`src/rtl/swrr_pkg.sv`:
```
// Shared types and constants of the sliding window reorder receiver.
// Depends on nothing; every module of the block imports it.
package swrr_pkg;

    localparam int MAX_WINDOW = 32;
    localparam int LEN_BITS   = 11;
    localparam int SLOT_W     = $clog2(MAX_WINDOW);
    localparam int WIN_W      = 6;
    localparam logic [WIN_W-1:0] WIN_RESET = WIN_W'(MAX_WINDOW);
    localparam logic [31:0] HALF_SPACE = 32'h8000_0000;

    typedef enum logic [1:0] {
        KIND_START = 2'd0,
        KIND_END   = 2'd1,
        KIND_DATA  = 2'd2,
        KIND_ACK   = 2'd3
    } pkt_kind_t;

    typedef enum logic [1:0] {
        RES_STORE   = 2'd0,
        RES_DELIVER = 2'd1,
        RES_ACK     = 2'd2
    } res_kind_t;

    typedef enum logic [1:0] {
        ST_IDLE,
        ST_EXEC,
        ST_RD,
        ST_CHK
    } rx_state_t;

    typedef struct packed {
        logic [1:0]          kind;
        logic [31:0]         seq_num;
        logic [31:0]         hdr_checksum;
        logic [31:0]         payload_crc;
        logic [LEN_BITS-1:0] length;
    } in_item_t;

    typedef struct packed {
        logic [1:0]          result_kind;
        logic [31:0]         seq_out;
        logic [SLOT_W-1:0]   slot;
        logic [LEN_BITS-1:0] length_out;
        logic                last;
    } out_item_t;

    typedef struct packed {
        logic [31:0]         seq;
        logic [LEN_BITS-1:0] len;
    } slot_entry_t;

endpackage

```
`src/rtl/sliding_window_reorder_receiver.sv`:
```
// Top level of the sliding window reorder receiver: request sequencer, reorder
// store memory and output register. Depends on swrr_pkg.
//
// Usage
//   Input channel (s_valid/s_ready/s_data) carries one packet summary per
//   request. Output channel (m_valid/m_ready/m_data) carries result records:
//   store, deliver or ack, with last set on the final record of a request.
//   cfg_we/cfg_wdata write the receive window width; write only while idle.
//   A request is taken in ST_IDLE and decoded in ST_EXEC once the output
//   register has room; every record goes out through the output register.
//   A START that matches or finds none latched, an END and old data give
//   one ack; other requests give no record. Accepted data gives the store
//   record, then one deliver record per in-order packet, then the ack. Each
//   drain step reads the reorder store in ST_RD and checks it in ST_CHK.
//   Reset clears the connection state, expected sequence and all slot valid
//   bits at once; the store contents stay undefined until written.
//   When the receiver holds m_ready low, the output register holds its record
//   and the sequencer waits; s_ready stays low until the sequencer is done
//   with the request in hand, so no further request is taken meanwhile.
module sliding_window_reorder_receiver (
    input  logic                aclk,
    input  logic                aresetn,
    input  logic                s_valid,
    output logic                s_ready,
    input  swrr_pkg::in_item_t  s_data,
    output logic                m_valid,
    input  logic                m_ready,
    output swrr_pkg::out_item_t m_data,
    input  logic                cfg_we,
    input  logic [5:0]          cfg_wdata
);
    import swrr_pkg::*;

    // Control state
    rx_state_t             state_reg, state_next;
    logic                  connected_reg, connected_next;
    logic                  start_valid_reg, start_valid_next;
    logic [31:0]           start_seq_reg, start_seq_next;
    logic [31:0]           expected_reg, expected_next;
    logic [MAX_WINDOW-1:0] slot_valid_reg, slot_valid_next;
    logic [WIN_W-1:0]      window_reg;

    // Request and output registers
    in_item_t  req_reg;
    logic      m_valid_reg, m_valid_next;
    out_item_t m_data_reg, m_data_next;

    // Reorder store
    slot_entry_t       slot_mem [MAX_WINDOW];
    logic              mem_we;
    logic [SLOT_W-1:0] mem_waddr;
    slot_entry_t       mem_wdata;
    logic              mem_re;
    slot_entry_t       rd_data_reg;

    logic              out_free;
    logic [31:0]       ahead, behind;
    logic [WIN_W-1:0]  eff_win;
    logic              in_window, is_old;
    logic [SLOT_W-1:0] req_slot, exp_slot;

    assign s_ready  = (state_reg == ST_IDLE);
    assign m_valid  = m_valid_reg;
    assign m_data   = m_data_reg;
    assign out_free = !m_valid_reg || m_ready;

    // Window classification of the held request
    assign ahead   = req_reg.seq_num - expected_reg;
    assign behind  = expected_reg - req_reg.seq_num;
    assign eff_win = (window_reg == '0) ? WIN_W'(1) :
                     (window_reg > WIN_W'(MAX_WINDOW)) ? WIN_W'(MAX_WINDOW) : window_reg;
    assign in_window = ahead < {{(32-WIN_W){1'b0}}, eff_win};
    assign is_old    = (behind != 32'd0) && (behind <= HALF_SPACE);
    assign req_slot  = req_reg.seq_num[SLOT_W-1:0];
    assign exp_slot  = expected_reg[SLOT_W-1:0];

    // Hold the request while the sequencer works on it
    always_ff @(posedge aclk) begin
        if (s_valid && s_ready) begin
            req_reg <= s_data;
        end
    end

    always_ff @(posedge aclk) begin
        if (!aresetn) begin
            window_reg <= WIN_RESET;
        end else if (cfg_we) begin
            window_reg <= cfg_wdata;
        end
    end

    // Reorder store: one write port, one registered read port. The write of a
    // store lands in ST_EXEC, before the drain reads in ST_RD, so no forwarding.
    always_ff @(posedge aclk) begin
        if (mem_we) begin
            slot_mem[mem_waddr] <= mem_wdata;
        end
    end

    always_ff @(posedge aclk) begin
        if (mem_re) begin
            rd_data_reg <= slot_mem[exp_slot];
        end
    end

    always_ff @(posedge aclk) begin
        if (!aresetn) begin
            state_reg       <= ST_IDLE;
            connected_reg   <= 1'b0;
            start_valid_reg <= 1'b0;
            start_seq_reg   <= '0;
            expected_reg    <= '0;
            slot_valid_reg  <= '0;
            m_valid_reg     <= 1'b0;
        end else begin
            state_reg       <= state_next;
            connected_reg   <= connected_next;
            start_valid_reg <= start_valid_next;
            start_seq_reg   <= start_seq_next;
            expected_reg    <= expected_next;
            slot_valid_reg  <= slot_valid_next;
            m_valid_reg     <= m_valid_next;
        end
    end

    always_ff @(posedge aclk) begin
        m_data_reg <= m_data_next;
    end

    always_comb begin
        state_next       = state_reg;
        connected_next   = connected_reg;
        start_valid_next = start_valid_reg;
        start_seq_next   = start_seq_reg;
        expected_next    = expected_reg;
        slot_valid_next  = slot_valid_reg;
        m_valid_next     = m_valid_reg && !m_ready;
        m_data_next      = m_data_reg;
        mem_we           = 1'b0;
        mem_waddr        = req_slot;
        mem_wdata.seq    = req_reg.seq_num;
        mem_wdata.len    = req_reg.length;
        mem_re           = 1'b0;

        unique case (state_reg)
            ST_IDLE: begin
                if (s_valid) begin
                    state_next = ST_EXEC;
                end
            end
            ST_EXEC: begin
                // Wait for room in the output register before acting
                if (out_free) begin
                    state_next = ST_IDLE;
                    unique case (pkt_kind_t'(req_reg.kind))
                        KIND_START: begin
                            // Drop a START that does not match the latched one
                            if (!start_valid_reg || start_seq_reg == req_reg.seq_num) begin
                                start_seq_next   = req_reg.seq_num;
                                start_valid_next = 1'b1;
                                connected_next   = 1'b1;
                                expected_next    = '0;
                                slot_valid_next  = '0;
                                m_valid_next     = 1'b1;
                                m_data_next      = '{RES_ACK, req_reg.seq_num, '0, '0, 1'b1};
                            end
                        end
                        KIND_END: begin
                            connected_next   = 1'b0;
                            start_valid_next = 1'b0;
                            m_valid_next     = 1'b1;
                            m_data_next      = '{RES_ACK, req_reg.seq_num, '0, '0, 1'b1};
                        end
                        KIND_DATA: begin
                            if (connected_reg && req_reg.hdr_checksum == req_reg.payload_crc) begin
                                if (in_window) begin
                                    mem_we                    = 1'b1;
                                    slot_valid_next[req_slot] = 1'b1;
                                    m_valid_next              = 1'b1;
                                    m_data_next = '{RES_STORE, req_reg.seq_num, req_slot,
                                                    req_reg.length, 1'b0};
                                    state_next  = ST_RD;
                                end else if (is_old) begin
                                    m_valid_next = 1'b1;
                                    m_data_next  = '{RES_ACK, req_reg.seq_num, '0, '0, 1'b1};
                                end
                            end
                        end
                        KIND_ACK: begin
                        end
                    endcase
                end
            end
            ST_RD: begin
                // Fetch the slot of the expected sequence
                mem_re     = 1'b1;
                state_next = ST_CHK;
            end
            ST_CHK: begin
                if (out_free) begin
                    m_valid_next = 1'b1;
                    if (slot_valid_reg[exp_slot] && rd_data_reg.seq == expected_reg) begin
                        // Deliver, free the slot and advance
                        m_data_next = '{RES_DELIVER, expected_reg, exp_slot,
                                        rd_data_reg.len, 1'b0};
                        slot_valid_next[exp_slot] = 1'b0;
                        expected_next = expected_reg + 32'd1;
                        state_next    = ST_RD;
                    end else begin
                        m_data_next = '{RES_ACK, req_reg.seq_num, '0, '0, 1'b1};
                        state_next  = ST_IDLE;
                    end
                end
            end
        endcase
    end

    // Assertions
    a_accept_to_exec: assert property (@(posedge aclk) disable iff (!aresetn)
        (s_valid && s_ready) |=> (state_reg == ST_EXEC))
        else $error("request accepted without moving to decode");

    a_chk_after_rd: assert property (@(posedge aclk) disable iff (!aresetn)
        (state_reg == ST_CHK) |-> ($past(state_reg) == ST_RD || $past(state_reg) == ST_CHK))
        else $error("slot check without a preceding store read");

    a_deliver_slot: assert property (@(posedge aclk) disable iff (!aresetn)
        (m_valid && m_data.result_kind == RES_DELIVER) |->
        (m_data.slot == m_data.seq_out[SLOT_W-1:0] && !m_data.last))
        else $error("delivery record with inconsistent slot or last");

    a_store_not_last: assert property (@(posedge aclk) disable iff (!aresetn)
        (m_valid && m_data.result_kind == RES_STORE) |-> !m_data.last)
        else $error("store record marked last");

    a_no_store_in_drain: assert property (@(posedge aclk) disable iff (!aresetn)
        (state_reg == ST_RD || state_reg == ST_CHK) |-> !mem_we)
        else $error("store written during drain");

endmodule

```
`config.mk`:
```
export PLATFORM = sky130hd
export DESIGN_NAME = sliding_window_reorder_receiver
export DESIGN_NICKNAME = d
export VERILOG_FILES = /design/src/rtl/swrr_pkg.sv /design/src/rtl/sliding_window_reorder_receiver.sv
export SDC_FILE = /design/constraint.sdc
export NUM_CORES = 2
export LEC_CHECK = 0
export ABC_AREA = 0
export BUFFER_PORTS_ARGS = -buffer_cell sky130_fd_sc_hd__buf_2
export CORE_ASPECT_RATIO = 0.5
export CORE_UTILIZATION = 58
export CTS_BUF_LIST = sky130_fd_sc_hd__clkbuf_2
export DETAILED_ROUTE_END_ITERATION = 7
export PLACE_DENSITY = 0.85
export SLEW_MARGIN = 15
export SYNTH_ARGS = -nofsm -noshare
export SYNTH_HDL_FRONTEND = slang
export SYNTH_SLANG_ARGS = --single-unit
export TNS_END_PERCENT = 10
```
`constraint.sdc`:
```
create_clock -name aclk -period 7.8 [get_ports aclk]
set_input_delay 1.95 -clock aclk [delete_from_list [all_inputs] [get_ports aclk]]
set_output_delay 1.95 -clock aclk [all_outputs]
set_load 0.005 [all_outputs]
```
# After elaboration in Yosys (flattened, before gate mapping)

Memory sizes are Yosys's and may differ from the RTL's. A register that Yosys moved wholly into a read port is not among the register bits.
Index checks and enable logic that the tools add are counted.

Register bits: 266
RAM bits: 1376
Input port bits: 120
Output and inout bits: 53
Memories: 1

Memories:

| name     | depth | width | read ports | clocked after memory_dff | write ports | RTL line                              | source |
|---|---|---|---|---|---|---|---|
| slot_mem | 32    | 43    | 1          | 1                        | 1           | sliding_window_reorder_receiver.sv:49 | `slot_entry_t slot_mem [MAX_WINDOW];` |

Add/sub/neg operators: 3
Magnitude comparators: 7
Eq/ne operators: 21
Multiplexer cells: 56
Bitwise operators: 3
Reduce and logical (&&, ||, !) cells: 24

Operators by type and width:

| operator                                                                            | number |
|---|---|
| 51-bit two-way mux                                                                  | 7 |
| 32-bit two-way mux                                                                  | 10 |
| 32-bit one-hot mux with 2 select lines                                              | 3 |
| 51-bit one-hot mux with 3 select lines                                              | 1 |
| 51-bit one-hot mux with 2 select lines                                              | 1 |
| 32-bit == test                                                                      | 3 |
| 32-bit subtractor                                                                   | 2 |
| 32-bit by 1-bit adder with 32-bit output, second input constant                     | 1 |
| 32-bit AND                                                                          | 1 |
| 32-bit <= comparator, second input constant                                         | 1 |
| 32-bit by 6-bit less-than comparator with 1-bit output                              | 1 |
| 32-bit inverter                                                                     | 1 |
| 32-bit OR                                                                           | 1 |
| 32-bit nonzero test                                                                 | 1 |
| 1-bit two-way mux                                                                   | 18 |
| 2-bit two-way mux                                                                   | 7 |
| 5-bit by 6-bit less-than comparator with 1-bit output, second input constant        | 2 |
| 6-bit two-way mux                                                                   | 2 |
| 2-bit inequality test, second input constant                                        | 6 |
| 1-bit demux with 5-bit select                                                       | 2 |
| 5-bit by 1-bit greater-or-equal comparator with 1-bit output, second input constant | 2 |
| 3-bit inequality test, second input constant                                        | 3 |
| 2-bit one-hot mux with 4 select lines                                               | 1 |
| 4-bit AND reduction                                                                 | 2 |
| other kinds (20)                                                                    | 35 |

# Longest topological paths before layout

Word-level depth: 11
Gate-level depth with buffers: 23

# Least setup slack after synthesis

Ideal clock, no wire load.

Kind: register to register
Start point: register expected_reg[1]
End point: memory slot_mem[25][0] in the netlist's numbering (enable)
Library setup time: 496 ps
Arrival: 7583 ps
Required time: 7304 ps
Path slack: -280 ps
Stages on the path, launching flop included: 24
Path buffers: 6
Period minus slack after synthesis: 8080 ps
Cell sequence: dfxtp_1 buf_2 clkbuf_1 clkbuf_1 clkbuf_1 inv_1 ha_1 nor2b_1 o21ai_1 nand2_1 xor2_1 ha_1 a21oi_1 o21ai_0 a31oi_1 nand4_1 nor4_1 o2111ai_1 nor3_1 nand4b_1 nand4bb_1 buf_2 buf_6 nor3_1

Longest elaborated chain between the ends: 9

Ends and longest elaborated chain:

| item                                                   | RTL line                               | source |
|---|---|---|
| start, declared                                        | sliding_window_reorder_receiver.sv:39  | `logic [31:0] expected_reg, expected_next;` |
| start signal, assigned                                 | sliding_window_reorder_receiver.sv:120 | `expected_reg <= expected_next;` |
| 32-bit subtractor                                      | sliding_window_reorder_receiver.sv:68  | `assign ahead = req_reg.seq_num - expected_reg;` |
| 32-bit by 6-bit less-than comparator with 1-bit output | sliding_window_reorder_receiver.sv:72  | `assign in_window = ahead < {{(32-WIN_W){1'b0}}, eff_win};` |
| 1-bit two-way mux                                      | sliding_window_reorder_receiver.sv:176 | `if (in_window) begin` |
| 1-bit two-way mux                                      | sliding_window_reorder_receiver.sv:175 | `if (connected_reg && req_reg.hdr_checksum == req_reg.payload_crc) begin` |
| 1-bit two-way mux                                      | sliding_window_reorder_receiver.sv:155 | `unique case (pkt_kind_t'(req_reg.kind))` |
| 1-bit two-way mux                                      | sliding_window_reorder_receiver.sv:153 | `if (out_free) begin` |
| 1-bit two-way mux                                      | sliding_window_reorder_receiver.sv:145 | `unique case (state_reg)` |
| 1-bit two-way mux                                      | sliding_window_reorder_receiver.sv:95  | `if (mem_we) begin` |
| 1-bit two-way mux (not written as such)                | sliding_window_reorder_receiver.sv:96  | `slot_mem[mem_waddr] <= mem_wdata;` |
| end, declared                                          | sliding_window_reorder_receiver.sv:49  |  |

No other way between the ends.

# Worst setup path after layout

Start point: register expected_reg[3]
End point: memory slot_mem[21][24] in the netlist's numbering (enable)

Same word-level chain as after synthesis.

==> insert_results.sql <==
INSERT INTO impl_metrics (metric_group, metric, value, unit) VALUES
('finish', 'multi_input_area', '18430', 'um^2'),
('clock_tree', 'cts.hold.buffers_added', '0', ''),
('synth', 'combinational_family_with_the_most_area_after_synthesis', 'multiplexers', ''),
('finish', 'postLayoutCoreUtil', '63.62', '%'),
('synth', 'ys_dominant_reg_cell', 'sky130_fd_sc_hd__edfxtp_1', ''),
('sta', 'timing.hold.ws', '0.4519', 'ns'),
('global_route', 'grt_antenna_before_repair', '14', ''),
('global_route', 'met2_usage', '52.22', '%'),
('synth', 'syn-num-nets', '4128', ''),
('sta', 'slew_viol_final', '0', ''),
('synth', 'yosysWarnings', '0', ''),
('die', 'initial_utilization', '58.52', '%'),
('sta', 'final_period_minus_worst_setup_slack', '6.681', 'ns'),
('global_route', 'gr-max-usage-layer', 'met2', ''),
('finish', 'layout.cells.most_common', 'sky130_fd_sc_hd__edfxtp_1', ''),
('synth', 'post_synth_and_or_nand_nor_area_fraction', '4.918', '%'),
('detailed_routing', 'initial_drt_markers', '7732', ''),
('detailed_routing', 'routed_via_density', '6.959', ''),
('finish', 'layout_common_cells', '1,578 x sky130_fd_sc_hd__edfxtp_1, 523 x sky130_fd_sc_hd__clkbuf_2, 348 x sky130_fd_sc_hd__mux4_2', ''),
('detailed_routing', 'drc', '1', ''),
('finish', 'seq_area', '49520', 'um^2'),
('finish', 'final_layout_size_suffix_gt1_share', '28.04', '%'),
('clock_tree', 'clkLatencyLatePin', '1.69', 'ns'),
('detailed_routing', 'ant_nets', '0', ''),
('die', 'row_count', '89', ''),
('sta', 'finalSetupViolCount', '0', ''),
('detailed_routing', 'first_pass_drt_iterations', '8', ''),
('sta', 'setup_repair_after_global_routing_missed_its_margin', 'false', ''),
('synth', 'fraction_of_the_mapped_netlist_area_in_adder_cells', '1.315', '%'),
('sta', 'max_freq', '0.1497', 'GHz'),
('clock_tree', 'clock_tree_from_tritoncts', 'done', ''),
('detailed_routing', 'drt_total_wl', '207.4', 'mm'),
('die', 'die_y', '246.0', 'um'),
('synth', 'synth_top_area_cells', 'sky130_fd_sc_hd__edfxtp_1 69%, sky130_fd_sc_hd__mux4_2 11%, sky130_fd_sc_hd__dfxtp_1 3.1%', ''),
('synth', 'synth_top_cell_by_area', 'sky130_fd_sc_hd__edfxtp_1', ''),
('synth', 'netlist_instances', '3936', ''),
('worst_hold_path', 'hp-class', 'flop to flop', ''),
('worst_hold_path', 'holdCritStartpoint', 'slot_valid_reg[30]$_SDFFE_PN0P_', ''),
('status', 'violations', 'design-rule violations', ''),
('die', 'core', '118000', 'um^2'),
('synth', 'netlist-cell-type-count', '89', ''),
('clock_tree', 'cts_made_buffers', '363', ''),
('critical_path', 'worst-path-max-fanout', '41', ''),
('synth', 'ys_seq_elements', '1684', ''),
('sta', 'skew', '0.2118', 'ns'),
('clock_tree', 'cts_num_sinks', '1684', ''),
('critical_path', 'crit_path_end', 'slot_mem[21][24]$_DFFE_PP_', ''),
('synth', 'synth-xor-area-share', '1.889', '%'),
('synth', 'synth_area_per_cell', '17.55', 'um^2'),
('clock_tree', 'ctsResizeCount', '0', ''),
('synth', 'synth.mux.area_fraction', '12.18', '%'),
('status', 'status', 'finished, violations left', ''),
('global_route', 'gr-usage-met1', '44.47', '%'),
('global_route', 'groute.usage.overall', '34.18', '%'),
('finish', 'finish.net_count', '4565', ''),
('flow_run', 'timing.max_cap.violations', '0', ''),
('global_route', 'met3_usage', '10.92', '%'),
('power_and_ir_drop', 'power.ir.vdd_worst', '0.1416', 'mV'),
('synth', 'post_synth_instance_area', '69070', 'um^2'),
('critical_path', 'start_kind', 'flop', ''),
('global_route', 'grt_pass1_vias', '42680', ''),
('die', 'die_width', '490.0', 'um'),
('synth', 'synth-compound-area-share', '6.052', '%'),
('critical_path', 'startpoint_to_endpoint_class_of_the_critical_path', 'flop to flop', ''),
('power_and_ir_drop', 'power-per-cell-area', '213.8', 'nW/um^2'),
('power_and_ir_drop', 'power.static_leakage', '0.02431', 'uW'),
('global_route', 'grt_remaining_overflow', '0', ''),
('critical_path', 'critical_path.reg2reg.startpoint', 'expected_reg[3]$_SDFFE_PN0P_', ''),
('clock_tree', 'worst_setup_hold_path_clk_slew', '0.14', 'ns'),
('placement', 'gp_routability_congestion', '0.9735', ''),
('critical_path', 'arrival', '7.81', 'ns');
-- worst min-delay path by stage --
stage	end	slack, ns	depth (start not counted)
2_1_floorplan	slot_valid_reg[10]$_SDFFE_PN0P_	0.42	2
3_3_place_gp	slot_valid_reg[30]$_SDFFE_PN0P_	0.43	2
3_5_place_dp	slot_valid_reg[30]$_SDFFE_PN0P_	0.44	2
4_1_cts	mem_wdata[8]$_DFFE_PP_	0.29	1
5_1_grt	mem_wdata[2]$_DFFE_PP_	0.32	1
6_report	slot_valid_reg[30]$_SDFFE_PN0P_	0.45	2
-- cell usage after synthesis, types with 85 or more instances --
| library cell | instances |
|---|---|
| sky130_fd_sc_hd__nand4_1 | 85 |
| sky130_fd_sc_hd__edfxtp_1 | 1578 |
| sky130_fd_sc_hd__a21oi_1 | 154 |
| sky130_fd_sc_hd__nor2_1 | 139 |
| sky130_fd_sc_hd__inv_1 | 109 |
| sky130_fd_sc_hd__dfxtp_1 | 106 |
| sky130_fd_sc_hd__o21ai_0 | 108 |
| sky130_fd_sc_hd__clkbuf_1 | 137 |
| sky130_fd_sc_hd__xnor2_1 | 88 |
| sky130_fd_sc_hd__mux4_2 | 348 |
| sky130_fd_sc_hd__a22oi_1 | 134 |
| sky130_fd_sc_hd__nand2_1 | 172 |
-- power by group --
group | total (uW) | internal [uW] | leakage, uW | switching (uW)
clock | 5140 | 1810 | 0.00230 | 3320
combinational | 832 | 212 | 0.00689 | 620
sequential | 10100 | 10000 | 0.0151 | 76.6
total | 16100 | 12000 | 0.0243 | 4020
-- cell type report --
cell class / count / share of cell area (%)
diodes: 6 / 0.01999
clock buffers: 523 / 3.486
clock inverters: 52 / 0.3399
inverters: 112 / 0.5599
multi-input cells: 1918 / 24.54
flip-flops and latches: 1684 / 65.94
well taps: 1592 / 2.653
repair buffers: 294 / 2.461
-- through the flow --
step / TNS, ns / std cells / cell area (um^2) / total power [uW] / setup WS, ns
after floorplan: -371.52 / 3936 / 69070 / 10710 / -0.2797
after global placement: 0 / 5595 / 72120 / 11060 / 1.446
after detailed placement: 0 / 5595 / 72120 / 11090 / 1.386
after CTS: 0 / 6170 / 74990 / 16050 / 1.352
after global routing: 0 / 6178 / 75080 / 16550 / 0.8209
final: 0 / 6181 / 75090 / 16060 / 1.119
-- cell families (layout without fill, tap and decap cells) --
kind of cell / after synthesis / in the layout
other cells: 0 / 6
flops: 1684 / 1684
fa+ha+maj: 72 / 72
xor+xnor: 149 / 149
buf+inv: 334 / 981
mux: 401 / 401
simple gates: 669 / 669
compound gates: 627 / 627
-- worst max-delay path, cell delays in order (launching register included) --
cell and delay (ns):
sky130_fd_sc_hd__dfxtp_1 0.76, sky130_fd_sc_hd__inv_1 0.22, sky130_fd_sc_hd__ha_1 0.47, sky130_fd_sc_hd__a21o_1 0.25, sky130_fd_sc_hd__a21oi_1 0.26, sky130_fd_sc_hd__nand2_1 0.13, sky130_fd_sc_hd__xor2_1 0.16, sky130_fd_sc_hd__ha_1 0.30
sky130_fd_sc_hd__a21oi_1 0.15, sky130_fd_sc_hd__o21ai_0 0.10, sky130_fd_sc_hd__a31oi_1 0.40, sky130_fd_sc_hd__nand4_1 0.14, sky130_fd_sc_hd__nor4_1 0.30, sky130_fd_sc_hd__o2111ai_1 0.15, sky130_fd_sc_hd__nor3_1 0.28, sky130_fd_sc_hd__nand4b_1 0.35
sky130_fd_sc_hd__nand4bb_2 0.37, sky130_fd_sc_hd__buf_4 0.35, sky130_fd_sc_hd__nor3_2 0.36, sky130_fd_sc_hd__buf_4 0.71
-- per-layer routing --
| layer | routed length (um) | part of all wire (%) |
|---|---|---|
| met4 | 10580 | 5.1 |
| met5 | 91 | 0.044 |
| met1 | 69890 | 34 |
| met3 | 31910 | 15 |
| met2 | 94930 | 46 |
(Power assumes the default switching activity.)
